File: config.mk
export PLATFORM = sky130hd
export DESIGN_NAME = drive_command_parser_watchdog
export DESIGN_NICKNAME = d
export VERILOG_FILES = /design/src/rtl/core/dcpw_pkg.sv /design/src/rtl/core/dcpw_front.sv /design/src/rtl/core/dcpw_evt_fifo.sv /design/src/rtl/core/dcpw_back.sv /design/src/rtl/core/drive_command_parser_watchdog.sv
export VERILOG_INCLUDE_DIRS = /design/src /design/src/rtl/core
export SDC_FILE = /design/constraint.sdc
export NUM_CORES = 1
export LEC_CHECK = 0
export ABC_AREA = 1
export CORE_ASPECT_RATIO = 1.25
export CORE_MARGIN = 3
export CORE_UTILIZATION = 58
export DETAILED_ROUTE_END_ITERATION = 10
export DONT_BUFFER_PORTS = 1
export PLACE_DENSITY = 0.77
export SYNTH_ARGS = -nofsm -noshare
export SYNTH_HDL_FRONTEND = slang
export SYNTH_SLANG_ARGS = --single-unit
File: constraint.sdc
create_clock -name i_clk -period 4.4 [get_ports i_clk]
set_clock_uncertainty 0.15 [all_clocks]
set_input_delay 0.22 -clock i_clk [delete_from_list [all_inputs] [get_ports i_clk]]
set_output_delay 0.22 -clock i_clk [all_outputs]
set_load 0.02 [all_outputs]
File: src/rtl/core/assert_macros.svh
// ---------------------------------------------------------------------------
// Assertion macros
// Clocked assertion shorthands shared by the RTL of the project.
// ---------------------------------------------------------------------------
`ifndef ASSERT_MACROS_SVH
`define ASSERT_MACROS_SVH

`ifndef ASSERT_OFF

`define ASSERT_CLK(lbl, clk, rst_n, prop) \
    lbl: assert property (@(posedge clk) disable iff (!rst_n) prop) \
        else $error("%m: assertion failed");

`define ASSERT_NEVER(lbl, clk, rst_n, expr) \
    lbl: assert property (@(posedge clk) disable iff (!rst_n) !(expr)) \
        else $error("%m: forbidden condition seen");

`else

`define ASSERT_CLK(lbl, clk, rst_n, prop)

`define ASSERT_NEVER(lbl, clk, rst_n, expr)

`endif

`endif

File: src/rtl/core/dcpw_pkg.sv
// ---------------------------------------------------------------------------
// dcpw_pkg
// Types and constants of the drive command parser with ping watchdog.
// ---------------------------------------------------------------------------
`default_nettype none

package dcpw_pkg;

    localparam int unsigned EVT_DEPTH = 4;
    localparam int unsigned EVT_PTR_W = $clog2(EVT_DEPTH);
    localparam int unsigned EVT_CNT_W = $clog2(EVT_DEPTH + 1);

    localparam int unsigned MAG_W  = 31;
    localparam int unsigned SECS_W = 9;
    localparam int unsigned TMO_W  = 8;

    localparam logic [TMO_W-1:0]  TMO_RESET = 8'd3;
    localparam logic [SECS_W-1:0] SECS_MAX  = 9'd511;

    localparam logic [7:0] CH_V     = 8'h76;
    localparam logic [7:0] CH_D     = 8'h64;
    localparam logic [7:0] CH_P     = 8'h50;
    localparam logic [7:0] CH_MINUS = 8'h2d;
    localparam logic [7:0] CH_SEMI  = 8'h3b;
    localparam logic [7:0] CH_ZERO  = 8'h30;
    localparam logic [7:0] CH_NINE  = 8'h39;

    localparam logic OP_BYTE = 1'b0;
    localparam logic OP_TICK = 1'b1;

    localparam logic KIND_SPEED = 1'b0;
    localparam logic KIND_DIR   = 1'b1;

    typedef enum logic [1:0] {
        PH_OPCODE        = 2'd0,
        PH_SIGN_OR_DIGIT = 2'd1,
        PH_DIGIT         = 2'd2,
        PH_SEMI          = 2'd3
    } t_phase;

    typedef enum logic [1:0] {
        OPC_NONE = 2'd0,
        OPC_V    = 2'd1,
        OPC_D    = 2'd2,
        OPC_P    = 2'd3
    } t_opcode;

    typedef struct packed {
        logic             stop;
        logic             kind;
        logic             neg;
        logic [MAG_W-1:0] mag;
    } t_evt;

endpackage

`default_nettype wire

File: src/rtl/core/dcpw_front.sv
// ---------------------------------------------------------------------------
// dcpw_front
// Accepts bytes and ticks, runs the command parser and the ping watchdog,
// and queues one event per speed or direction command or timeout stop.
// ---------------------------------------------------------------------------
`default_nettype none

module dcpw_front (
    input  wire logic                        i_clk,
    input  wire logic                        i_rst_n,
    input  wire logic                        i_cfg_we,
    input  wire logic [dcpw_pkg::TMO_W-1:0]  i_cfg_wdata,
    input  wire logic                        i_accept,
    input  wire logic                        i_op,
    input  wire logic [7:0]                  i_rx_byte,
    output logic                             o_push,
    output dcpw_pkg::t_evt                   o_evt
);

    dcpw_pkg::t_phase                  r_phase, n_phase;
    dcpw_pkg::t_opcode                 r_opc, n_opc;
    logic                              r_neg, n_neg;
    logic [dcpw_pkg::MAG_W-1:0]        r_mag, n_mag;
    logic [dcpw_pkg::SECS_W-1:0]       r_secs, n_secs;
    logic                              r_stop, n_stop;
    logic [dcpw_pkg::TMO_W-1:0]        r_tmo;

    logic                              live;
    logic                              is_digit;
    logic [3:0]                        digit;
    logic [dcpw_pkg::MAG_W+3:0]        mag_x10;
    logic [dcpw_pkg::MAG_W-1:0]        mag_sat;
    logic [dcpw_pkg::SECS_W-1:0]       secs_inc;
    logic                              timeout;

    assign live     = i_accept && !r_stop;
    assign is_digit = (i_rx_byte >= dcpw_pkg::CH_ZERO) && (i_rx_byte <= dcpw_pkg::CH_NINE);
    assign digit    = 4'(i_rx_byte - dcpw_pkg::CH_ZERO);
    assign mag_x10  = {1'b0, r_mag, 3'b000} + {3'b000, r_mag, 1'b0}
                    + {(dcpw_pkg::MAG_W)'(0), digit};
    assign mag_sat  = (mag_x10[dcpw_pkg::MAG_W+3:dcpw_pkg::MAG_W] != 4'd0)
                    ? {dcpw_pkg::MAG_W{1'b1}} : mag_x10[dcpw_pkg::MAG_W-1:0];
    assign secs_inc = (r_secs == dcpw_pkg::SECS_MAX) ? r_secs : r_secs + 1'b1;
    assign timeout  = secs_inc > {1'b0, r_tmo};

    always_comb begin
        n_phase = r_phase;
        n_opc   = r_opc;
        n_neg   = r_neg;
        n_mag   = r_mag;
        n_secs  = r_secs;
        n_stop  = r_stop;
        if (live && i_op == dcpw_pkg::OP_TICK) begin
            n_secs = secs_inc;
            n_stop = timeout;
        end else if (live && is_digit) begin
            case (r_phase)
                dcpw_pkg::PH_SIGN_OR_DIGIT: begin
                    n_neg   = 1'b0;
                    n_mag   = {{(dcpw_pkg::MAG_W-4){1'b0}}, digit};
                    n_phase = dcpw_pkg::PH_DIGIT;
                end
                dcpw_pkg::PH_DIGIT: begin
                    n_mag = mag_sat;
                end
                default: begin
                    n_phase = dcpw_pkg::PH_OPCODE;
                end
            endcase
        end else if (live) begin
            case (i_rx_byte)
                dcpw_pkg::CH_V, dcpw_pkg::CH_D, dcpw_pkg::CH_P: begin
                    if (r_phase == dcpw_pkg::PH_OPCODE) begin
                        n_mag = '0;
                        n_neg = 1'b0;
                        if (i_rx_byte == dcpw_pkg::CH_P) begin
                            n_opc   = dcpw_pkg::OPC_P;
                            n_phase = dcpw_pkg::PH_SEMI;
                        end else begin
                            n_opc   = (i_rx_byte == dcpw_pkg::CH_V)
                                    ? dcpw_pkg::OPC_V : dcpw_pkg::OPC_D;
                            n_phase = dcpw_pkg::PH_SIGN_OR_DIGIT;
                        end
                    end else begin
                        n_phase = dcpw_pkg::PH_OPCODE;
                    end
                end
                dcpw_pkg::CH_MINUS: begin
                    if (r_phase == dcpw_pkg::PH_SIGN_OR_DIGIT) begin
                        n_neg   = 1'b1;
                        n_phase = dcpw_pkg::PH_DIGIT;
                    end else begin
                        n_phase = dcpw_pkg::PH_OPCODE;
                    end
                end
                dcpw_pkg::CH_SEMI: begin
                    n_phase = dcpw_pkg::PH_OPCODE;
                    if (r_phase == dcpw_pkg::PH_SEMI && r_opc == dcpw_pkg::OPC_P) begin
                        n_secs = '0;
                    end
                end
                default: begin
                    n_phase = dcpw_pkg::PH_OPCODE;
                end
            endcase
        end
    end

    always_comb begin
        o_push     = 1'b0;
        o_evt.stop = 1'b0;
        o_evt.kind = (r_opc == dcpw_pkg::OPC_D) ? dcpw_pkg::KIND_DIR : dcpw_pkg::KIND_SPEED;
        o_evt.neg  = r_neg;
        o_evt.mag  = r_mag;
        if (live && i_op == dcpw_pkg::OP_TICK) begin
            o_push     = timeout;
            o_evt.stop = 1'b1;
        end else if (live && i_rx_byte == dcpw_pkg::CH_SEMI
                     && r_phase == dcpw_pkg::PH_DIGIT
                     && (r_opc == dcpw_pkg::OPC_V || r_opc == dcpw_pkg::OPC_D)) begin
            o_push = 1'b1;
        end
    end

    always_ff @(posedge i_clk) begin
        if (!i_rst_n) begin
            r_phase <= dcpw_pkg::PH_OPCODE;
            r_opc   <= dcpw_pkg::OPC_NONE;
            r_neg   <= 1'b0;
            r_mag   <= '0;
            r_secs  <= '0;
            r_stop  <= 1'b0;
            r_tmo   <= dcpw_pkg::TMO_RESET;
        end else begin
            r_phase <= n_phase;
            r_opc   <= n_opc;
            r_neg   <= n_neg;
            r_mag   <= n_mag;
            r_secs  <= n_secs;
            r_stop  <= n_stop;
            if (i_cfg_we) begin
                r_tmo <= i_cfg_wdata;
            end
        end
    end

endmodule

`default_nettype wire

File: src/rtl/core/dcpw_evt_fifo.sv
// ---------------------------------------------------------------------------
// dcpw_evt_fifo
// Short event queue between the parser front and the result back end.
// ---------------------------------------------------------------------------
`default_nettype none

`include "assert_macros.svh"

module dcpw_evt_fifo (
    input  wire logic           i_clk,
    input  wire logic           i_rst_n,
    input  wire logic           i_push,
    input  wire dcpw_pkg::t_evt i_evt,
    output logic                o_full,
    output logic                o_valid,
    output dcpw_pkg::t_evt      o_evt,
    input  wire logic           i_pop
);

    localparam logic [dcpw_pkg::EVT_PTR_W-1:0] LAST_PTR =
        (dcpw_pkg::EVT_PTR_W)'(dcpw_pkg::EVT_DEPTH - 1);
    localparam logic [dcpw_pkg::EVT_CNT_W-1:0] FULL_CNT =
        (dcpw_pkg::EVT_CNT_W)'(dcpw_pkg::EVT_DEPTH);

    dcpw_pkg::t_evt                    r_mem [dcpw_pkg::EVT_DEPTH];
    logic [dcpw_pkg::EVT_PTR_W-1:0]    r_wr, r_rd;
    logic [dcpw_pkg::EVT_CNT_W-1:0]    r_count;
    logic                              do_pop;

    assign o_full  = (r_count == FULL_CNT);
    assign o_valid = (r_count != '0);
    assign o_evt   = r_mem[r_rd];
    assign do_pop  = i_pop && o_valid;

    always_ff @(posedge i_clk) begin
        if (i_push) begin
            r_mem[r_wr] <= i_evt;
        end
    end

    always_ff @(posedge i_clk) begin
        if (!i_rst_n) begin
            r_wr    <= '0;
            r_rd    <= '0;
            r_count <= '0;
        end else begin
            if (i_push) begin
                r_wr <= (r_wr == LAST_PTR) ? '0 : r_wr + 1'b1;
            end
            if (do_pop) begin
                r_rd <= (r_rd == LAST_PTR) ? '0 : r_rd + 1'b1;
            end
            case ({i_push, do_pop})
                2'b10:   r_count <= r_count + 1'b1;
                2'b01:   r_count <= r_count - 1'b1;
                default: r_count <= r_count;
            endcase
        end
    end

    `ASSERT_NEVER(a_push_when_full, i_clk, i_rst_n, i_push && o_full && !do_pop)
    `ASSERT_CLK(a_count_in_range, i_clk, i_rst_n, r_count <= FULL_CNT)

endmodule

`default_nettype wire

File: src/rtl/core/dcpw_back.sv
// ---------------------------------------------------------------------------
// dcpw_back
// Turns queued events into result items through a registered output stage;
// a timeout stop event expands into a speed and a direction item.
// ---------------------------------------------------------------------------
`default_nettype none

`include "assert_macros.svh"

module dcpw_back (
    input  wire logic           i_clk,
    input  wire logic           i_rst_n,
    input  wire logic           i_evt_valid,
    input  wire dcpw_pkg::t_evt i_evt,
    output logic                o_pop,
    output logic                o_valid,
    input  wire logic           i_ready,
    output logic                o_kind,
    output logic signed [31:0]  o_value,
    output logic                o_stopped,
    output logic                o_last
);

    logic               r_valid;
    logic               r_kind;
    logic signed [31:0] r_value;
    logic               r_stopped;
    logic               r_last;
    logic               r_second;

    logic               load;
    logic [31:0]        mag_ext;
    logic [31:0]        cmd_val;

    assign load    = !r_valid || i_ready;
    assign mag_ext = {1'b0, i_evt.mag};
    assign cmd_val = i_evt.neg ? (32'd0 - mag_ext) : mag_ext;
    assign o_pop   = load && i_evt_valid && (!i_evt.stop || r_second);

    always_ff @(posedge i_clk) begin
        if (load && i_evt_valid) begin
            if (i_evt.stop) begin
                r_kind    <= r_second ? dcpw_pkg::KIND_DIR : dcpw_pkg::KIND_SPEED;
                r_value   <= '0;
                r_stopped <= 1'b1;
                r_last    <= r_second;
            end else begin
                r_kind    <= i_evt.kind;
                r_value   <= cmd_val;
                r_stopped <= 1'b0;
                r_last    <= 1'b1;
            end
        end
    end

    always_ff @(posedge i_clk) begin
        if (!i_rst_n) begin
            r_valid  <= 1'b0;
            r_second <= 1'b0;
        end else if (load) begin
            r_valid <= i_evt_valid;
            if (i_evt_valid && i_evt.stop) begin
                r_second <= !r_second;
            end
        end
    end

    assign o_valid   = r_valid;
    assign o_kind    = r_kind;
    assign o_value   = r_value;
    assign o_stopped = r_stopped;
    assign o_last    = r_last;

    `ASSERT_CLK(a_stop_pair, i_clk, i_rst_n,
        r_valid && i_ready && r_stopped && !r_last |=>
        r_valid && r_stopped && r_last && r_kind == dcpw_pkg::KIND_DIR)
    `ASSERT_NEVER(a_stop_nonzero, i_clk, i_rst_n, r_valid && r_stopped && r_value != 32'sd0)

endmodule

`default_nettype wire

File: src/rtl/core/drive_command_parser_watchdog.sv
// ---------------------------------------------------------------------------
// drive_command_parser_watchdog
// ASCII drive command parser with keep-alive ping watchdog.
// ---------------------------------------------------------------------------
// Takes one item per clock: a received byte (tuser 0) or a one-second tick
// (tuser 1). "v[-]digits;" and "d[-]digits;" give one speed or direction
// result; "P;" clears the ping timer. When a tick pushes the seconds count
// past the timeout register, two stop results follow (speed 0, then
// direction 0, both with the stopped flag) and the block then ignores all
// input until reset. Parsing and the watchdog run in the front end;
// results leave a registered output one per cycle while m_axis_tready is
// high, through a four-entry event queue, and input is held back only
// while that queue is full.
// ---------------------------------------------------------------------------
`default_nettype none

module drive_command_parser_watchdog (
    input  wire logic                        i_clk,
    input  wire logic                        i_rst_n,
    input  wire logic                        i_cfg_we,
    input  wire logic [dcpw_pkg::TMO_W-1:0]  i_cfg_wdata,
    input  wire logic                        s_axis_tvalid,
    output logic                             s_axis_tready,
    input  wire logic [7:0]                  s_axis_tdata,  // [7:0] rx_byte
    input  wire logic                        s_axis_tuser,  // [0] op
    output logic                             m_axis_tvalid,
    input  wire logic                        m_axis_tready,
    output logic signed [31:0]               m_axis_tdata,  // [31:0] cmd_value
    output logic [1:0]                       m_axis_tuser,  // [0] cmd_kind, [1] stopped
    output logic                             m_axis_tlast
);

    logic           accept;
    logic           push;
    logic           full;
    logic           evt_valid;
    logic           pop;
    dcpw_pkg::t_evt evt_in;
    dcpw_pkg::t_evt evt_out;
    logic           out_kind;
    logic           out_stopped;

    assign s_axis_tready = !full;
    assign accept        = s_axis_tvalid && !full;

    dcpw_front u_front (
        .i_clk       (i_clk),
        .i_rst_n     (i_rst_n),
        .i_cfg_we    (i_cfg_we),
        .i_cfg_wdata (i_cfg_wdata),
        .i_accept    (accept),
        .i_op        (s_axis_tuser),
        .i_rx_byte   (s_axis_tdata),
        .o_push      (push),
        .o_evt       (evt_in)
    );

    dcpw_evt_fifo u_fifo (
        .i_clk   (i_clk),
        .i_rst_n (i_rst_n),
        .i_push  (push),
        .i_evt   (evt_in),
        .o_full  (full),
        .o_valid (evt_valid),
        .o_evt   (evt_out),
        .i_pop   (pop)
    );

    dcpw_back u_back (
        .i_clk       (i_clk),
        .i_rst_n     (i_rst_n),
        .i_evt_valid (evt_valid),
        .i_evt       (evt_out),
        .o_pop       (pop),
        .o_valid     (m_axis_tvalid),
        .i_ready     (m_axis_tready),
        .o_kind      (out_kind),
        .o_value     (m_axis_tdata),
        .o_stopped   (out_stopped),
        .o_last      (m_axis_tlast)
    );

    assign m_axis_tuser = {out_stopped, out_kind};

endmodule

`default_nettype wire
==> flow_summary_export.csv <==
group,metric,value,unit
yosys,synth-seq-cells,236,
die,boundaryPins,59,
yosys,synth_cells,1620,
critical_path,rrSetupSlack,330,ps
power_and_ir_drop,power.total,6750,µW
run_status,status,"finished, final reports clean",
die,initial_core_util,59.7,%
clock_network,cts_max_level,1,
timing,maxSlewHeadroom,39.2,%
power_and_ir_drop,irDropWorstVdd,0.000423,V
die,rows,61,
timing,rsz0062_at_grt,"false",
finish,fin_nets,1744,
clock_network,path_clk_slew,70,ps
routing,vias,10700,
grt,antenna_found_initial,0,
yosys,ys_types,53,
placement,hpwl,21400,µm
yosys,synth.avg_cell_area,8.30,µm²
yosys,synth_warnings,0,
placement,portBuffers,0,
critical_path,path_class,"flip-flop to flip-flop",
die,die_w,142,µm
power_and_ir_drop,p_per_area,462,nW/µm²
clock_network,clockRootBuffer,"clkbuf_16",
finish,fillCellCount,1806,
grt,grt_max_degree,86,
timing,setup_viol,0,
hold_path,min_path_type,"input pin to flip-flop",
grt,grt_pass1_wl,49200,µm
grt,grtUsageTotal,24.1,%
clock_network,cts.path.max_buffers,3,
clock_network,clock_latency,510,ps
timing,tightest_slew,911,ps
grt,grt_pass1_vias,10400,
critical_path,cp-start-kind,"flip-flop",
power_and_ir_drop,p_leak,0.00651,µW
die,core,22500,µm²
critical_path,r2r-start,"u_front.r_secs[0]",
critical_path,cp_data_required_time,4640,ps
critical_path,setup.worst_path.end,"u_fifo.r_count[2]",
routing,drt_wl_total,30100,µm
yosys,synth_area,13400,µm²
routing,drc,0,
critical_path,crit_start,"u_front.r_secs[0]",
routing,drtIter0Drc,672,
critical_path,endpoint_kind,"flip-flop",
placement,globalplace.congestion,0.909,
routing,drtPass1Iterations,5,
flow_run,max-cap-violations,0,
yosys,ys_seq_area_share,47.9,%
routing,avgViaCountPerCell,5.51,
routing,final_antenna_net_count,0,
timing,period_share,92.5,%
grt,grt_overflow,0,
clock_network,numCtsBuffers,23,
clock_network,cts_tree,"built",
clock_network,cts_sinks,236,
critical_path,crit_fanout,9,
finish,area_growth,8.67,%
yosys,syn_nets,1728,
timing,period_needed,4070,ps
critical_path,reg2regPathDepth,25,
timing,hold_viol_final,0,
die,die_y,176,µm
critical_path,cp.arrival,4310,ps
timing,final.setup.tns,0,ps
routing,wl_per_cell,15.5,µm
die,die_area,25100,µm²
timing,drv_slew,0,
critical_path,r2r-end,"u_fifo.r_count[2]",
finish,drive_gt1_share,7.08,%
timing,fmax,246,MHz
critical path, cell delays in order (launching register included):
cell and delay, ps:
dfxtp_1 380, ha_2 210, nand2_1 90, nor2_2 110, nand4_1 150, nor2_2 170, inv_2 90, nand4_1 90
xnor2_1 160, ha_1 290, nand2_1 110, nor2_1 60, a211oi_1 220, nor2_1 80, nor2_1 90, nand2_1 60
nand3_1 120, nand2_1 120, inv_2 140, ha_1 160, inv_1 70, fa_1 380, a21oi_1 140, o21ai_0 110
o21ai_1 130, a21oi_1 50
flip-flops by register name, summed over array words and instances, names as in the netlist, 2 cells and up, named ones only:
| signal | flops |
|---|---|
| u_front.r_secs | 9 |
| u_front.r_mag | 31 |
| u_back.o_value | 32 |
| u_front.r_phase | 2 |
| u_fifo.r_count | 3 |
| u_fifo.r_wr | 2 |
| u_fifo.r_mem | 136 |
| u_front.r_tmo | 8 |
| u_front.r_opc | 2 |
| u_fifo.r_rd | 2 |
cells in the mapped netlist (all sizes together):
| cell type | count | area, µm² |
|---|---|---|
| ha | 83 | 1040 |
| nor3b | 1 | 7.51 |
| o21bai | 5 | 37.5 |
| nand4 | 17 | 121 |
| inv | 207 | 777 |
| dfxtp | 65 | 1300 |
| a21o | 2 | 15.0 |
| a32o | 1 | 10.0 |
| edfxtp | 171 | 5130 |
| and2 | 2 | 12.5 |
| o211ai | 2 | 15.0 |
| o22ai | 1 | 6.26 |
| nand2 | 469 | 1790 |
| clkbuf | 11 | 41.3 |
| nand3b | 3 | 22.5 |
| a211oi | 3 | 22.5 |
| a31oi | 1 | 6.26 |
| o211a | 1 | 10.0 |
| xnor2 | 3 | 26.3 |
| o22a | 1 | 10.0 |
| o31ai | 1 | 7.51 |
| o21a | 6 | 45.0 |
| a21oi | 146 | 780 |
| buf | 32 | 228 |
| clkinv | 1 | 3.75 |
| nor3 | 22 | 120 |
| or2 | 6 | 37.5 |
| fa | 3 | 60.1 |
| o21ai | 63 | 323 |
| a32oi | 1 | 8.76 |
| xor2 | 21 | 184 |
| o221ai | 1 | 8.76 |
| nor4 | 4 | 25.0 |
| a221oi | 1 | 8.76 |
| nor2 | 156 | 654 |
| nand3 | 107 | 551 |
power by group:
group	internal (µW)	switching, µW	total [µW]
sequential	2720	279	3000
clock	1080	828	1910
combinational	512	1330	1840
total	4310	2430	6750
worst min-delay path by stage:
| stage | from | end | slack, ps | depth (start not counted) |
|---|---|---|---|---|
| detailed placement | i_rst_n | u_front.r_tmo[0] | 160 | 1 |
| global placement | i_rst_n | u_front.r_tmo[0] | 160 | 1 |
| floorplan | i_cfg_we | u_front.r_tmo[1] | 180 | 1 |
| finish | s_axis_tdata[5] | u_front.r_opc[1] | 10 | 5 |
| global route | s_axis_tdata[1] | u_front.r_phase[1] | 50 | 5 |
| CTS | s_axis_tdata[0] | u_fifo.r_wr[0] | 1 | 6 |
final cells by class:
type                       count  area [µm²]  share of cell area [%]
antenna                        1        2.50                  0.0171
clock buffer                  29         629                    4.31
sequential                   236        6440                    44.0
tap                          283         354                    2.42
multi-input combinational   1133        5990                    41.0
timing repair buffer          34         315                    2.16
inverter                     208         781                    5.34
clock inverter                12         108                   0.736
stage by stage:
stage | util (%) | instances | setup WS, ps | instance area, µm² | hold WS, ps
4_1_cts | 64.7 | 1931 | 135 | 14600 | 1.03
5_1_grt | 64.9 | 1935 | 4.33 | 14600 | 46.3
6_report | 64.9 | 1936 | 329 | 14600 | 14.3
2_1_floorplan | - | 1620 | 175 | 13400 | 181
3_3_place_gp | 60.6 | 1871 | 294 | 13600 | 160
3_5_place_dp | 60.6 | 1871 | 135 | 13600 | 164
layout by cell type, fill, tap and decap left out, types with 3 or more instances in the layout:
cell type,instances
nand2_1,460
inv_1,196
edfxtp_1,171
nor2_1,137
a21oi_1,133
nand3_1,104
ha_1,82
dfxtp_1,64
o21ai_0,53
clkbuf_16,24
xor2_1,21
nor3_1,20
dlygate4sd3_1,19
nand4_1,16
buf_4,14
a21oi_2,13
nor2_2,12
inv_2,11
o21ai_1,8
nand2_2,8
nor2_4,6
o21a_1,6
o21bai_1,5
clkinvlp_4,5
nor4_1,4
clkbuf_1,4
a211oi_1,3
or2_2,3
xnor2_1,3
nand3_2,3
or2_1,3
nand3b_1,3
fa_1,3
cell families after synthesis:
family	after synthesis	synth area share [%]
buffers and inverters	251	7.81
xor gates and xnor gates	24	1.56
AOI/OAI and AO/OA	236	9.77
adders and majority gates	86	8.17
DFF	236	47.9
and+or+nand+nor	787	24.8
routing by layer:
metal | vias to the layer above | wire length (µm) | track usage (%)
li1 | 5384 | - | -
met1 | 4884 | 12300 | 29.3
met2 | 323 | 14900 | 42.6
met3 | 81 | 1650 | 3.01
met4 | 0 | 1200 | 10.6
met5 | - | 0 | 0
repair_timing:
| item | in CTS | in global routing |
|---|---|---|
| setup buffers | 0 | 4 |
| setup endpoints to repair | 0 | 1 |
| hold endpoints to repair | 28 | 0 |
| gates resized for setup | 0 | 5 |
| hold buffers | 19 | 0 |
Power figures use the tool's default switching activity.
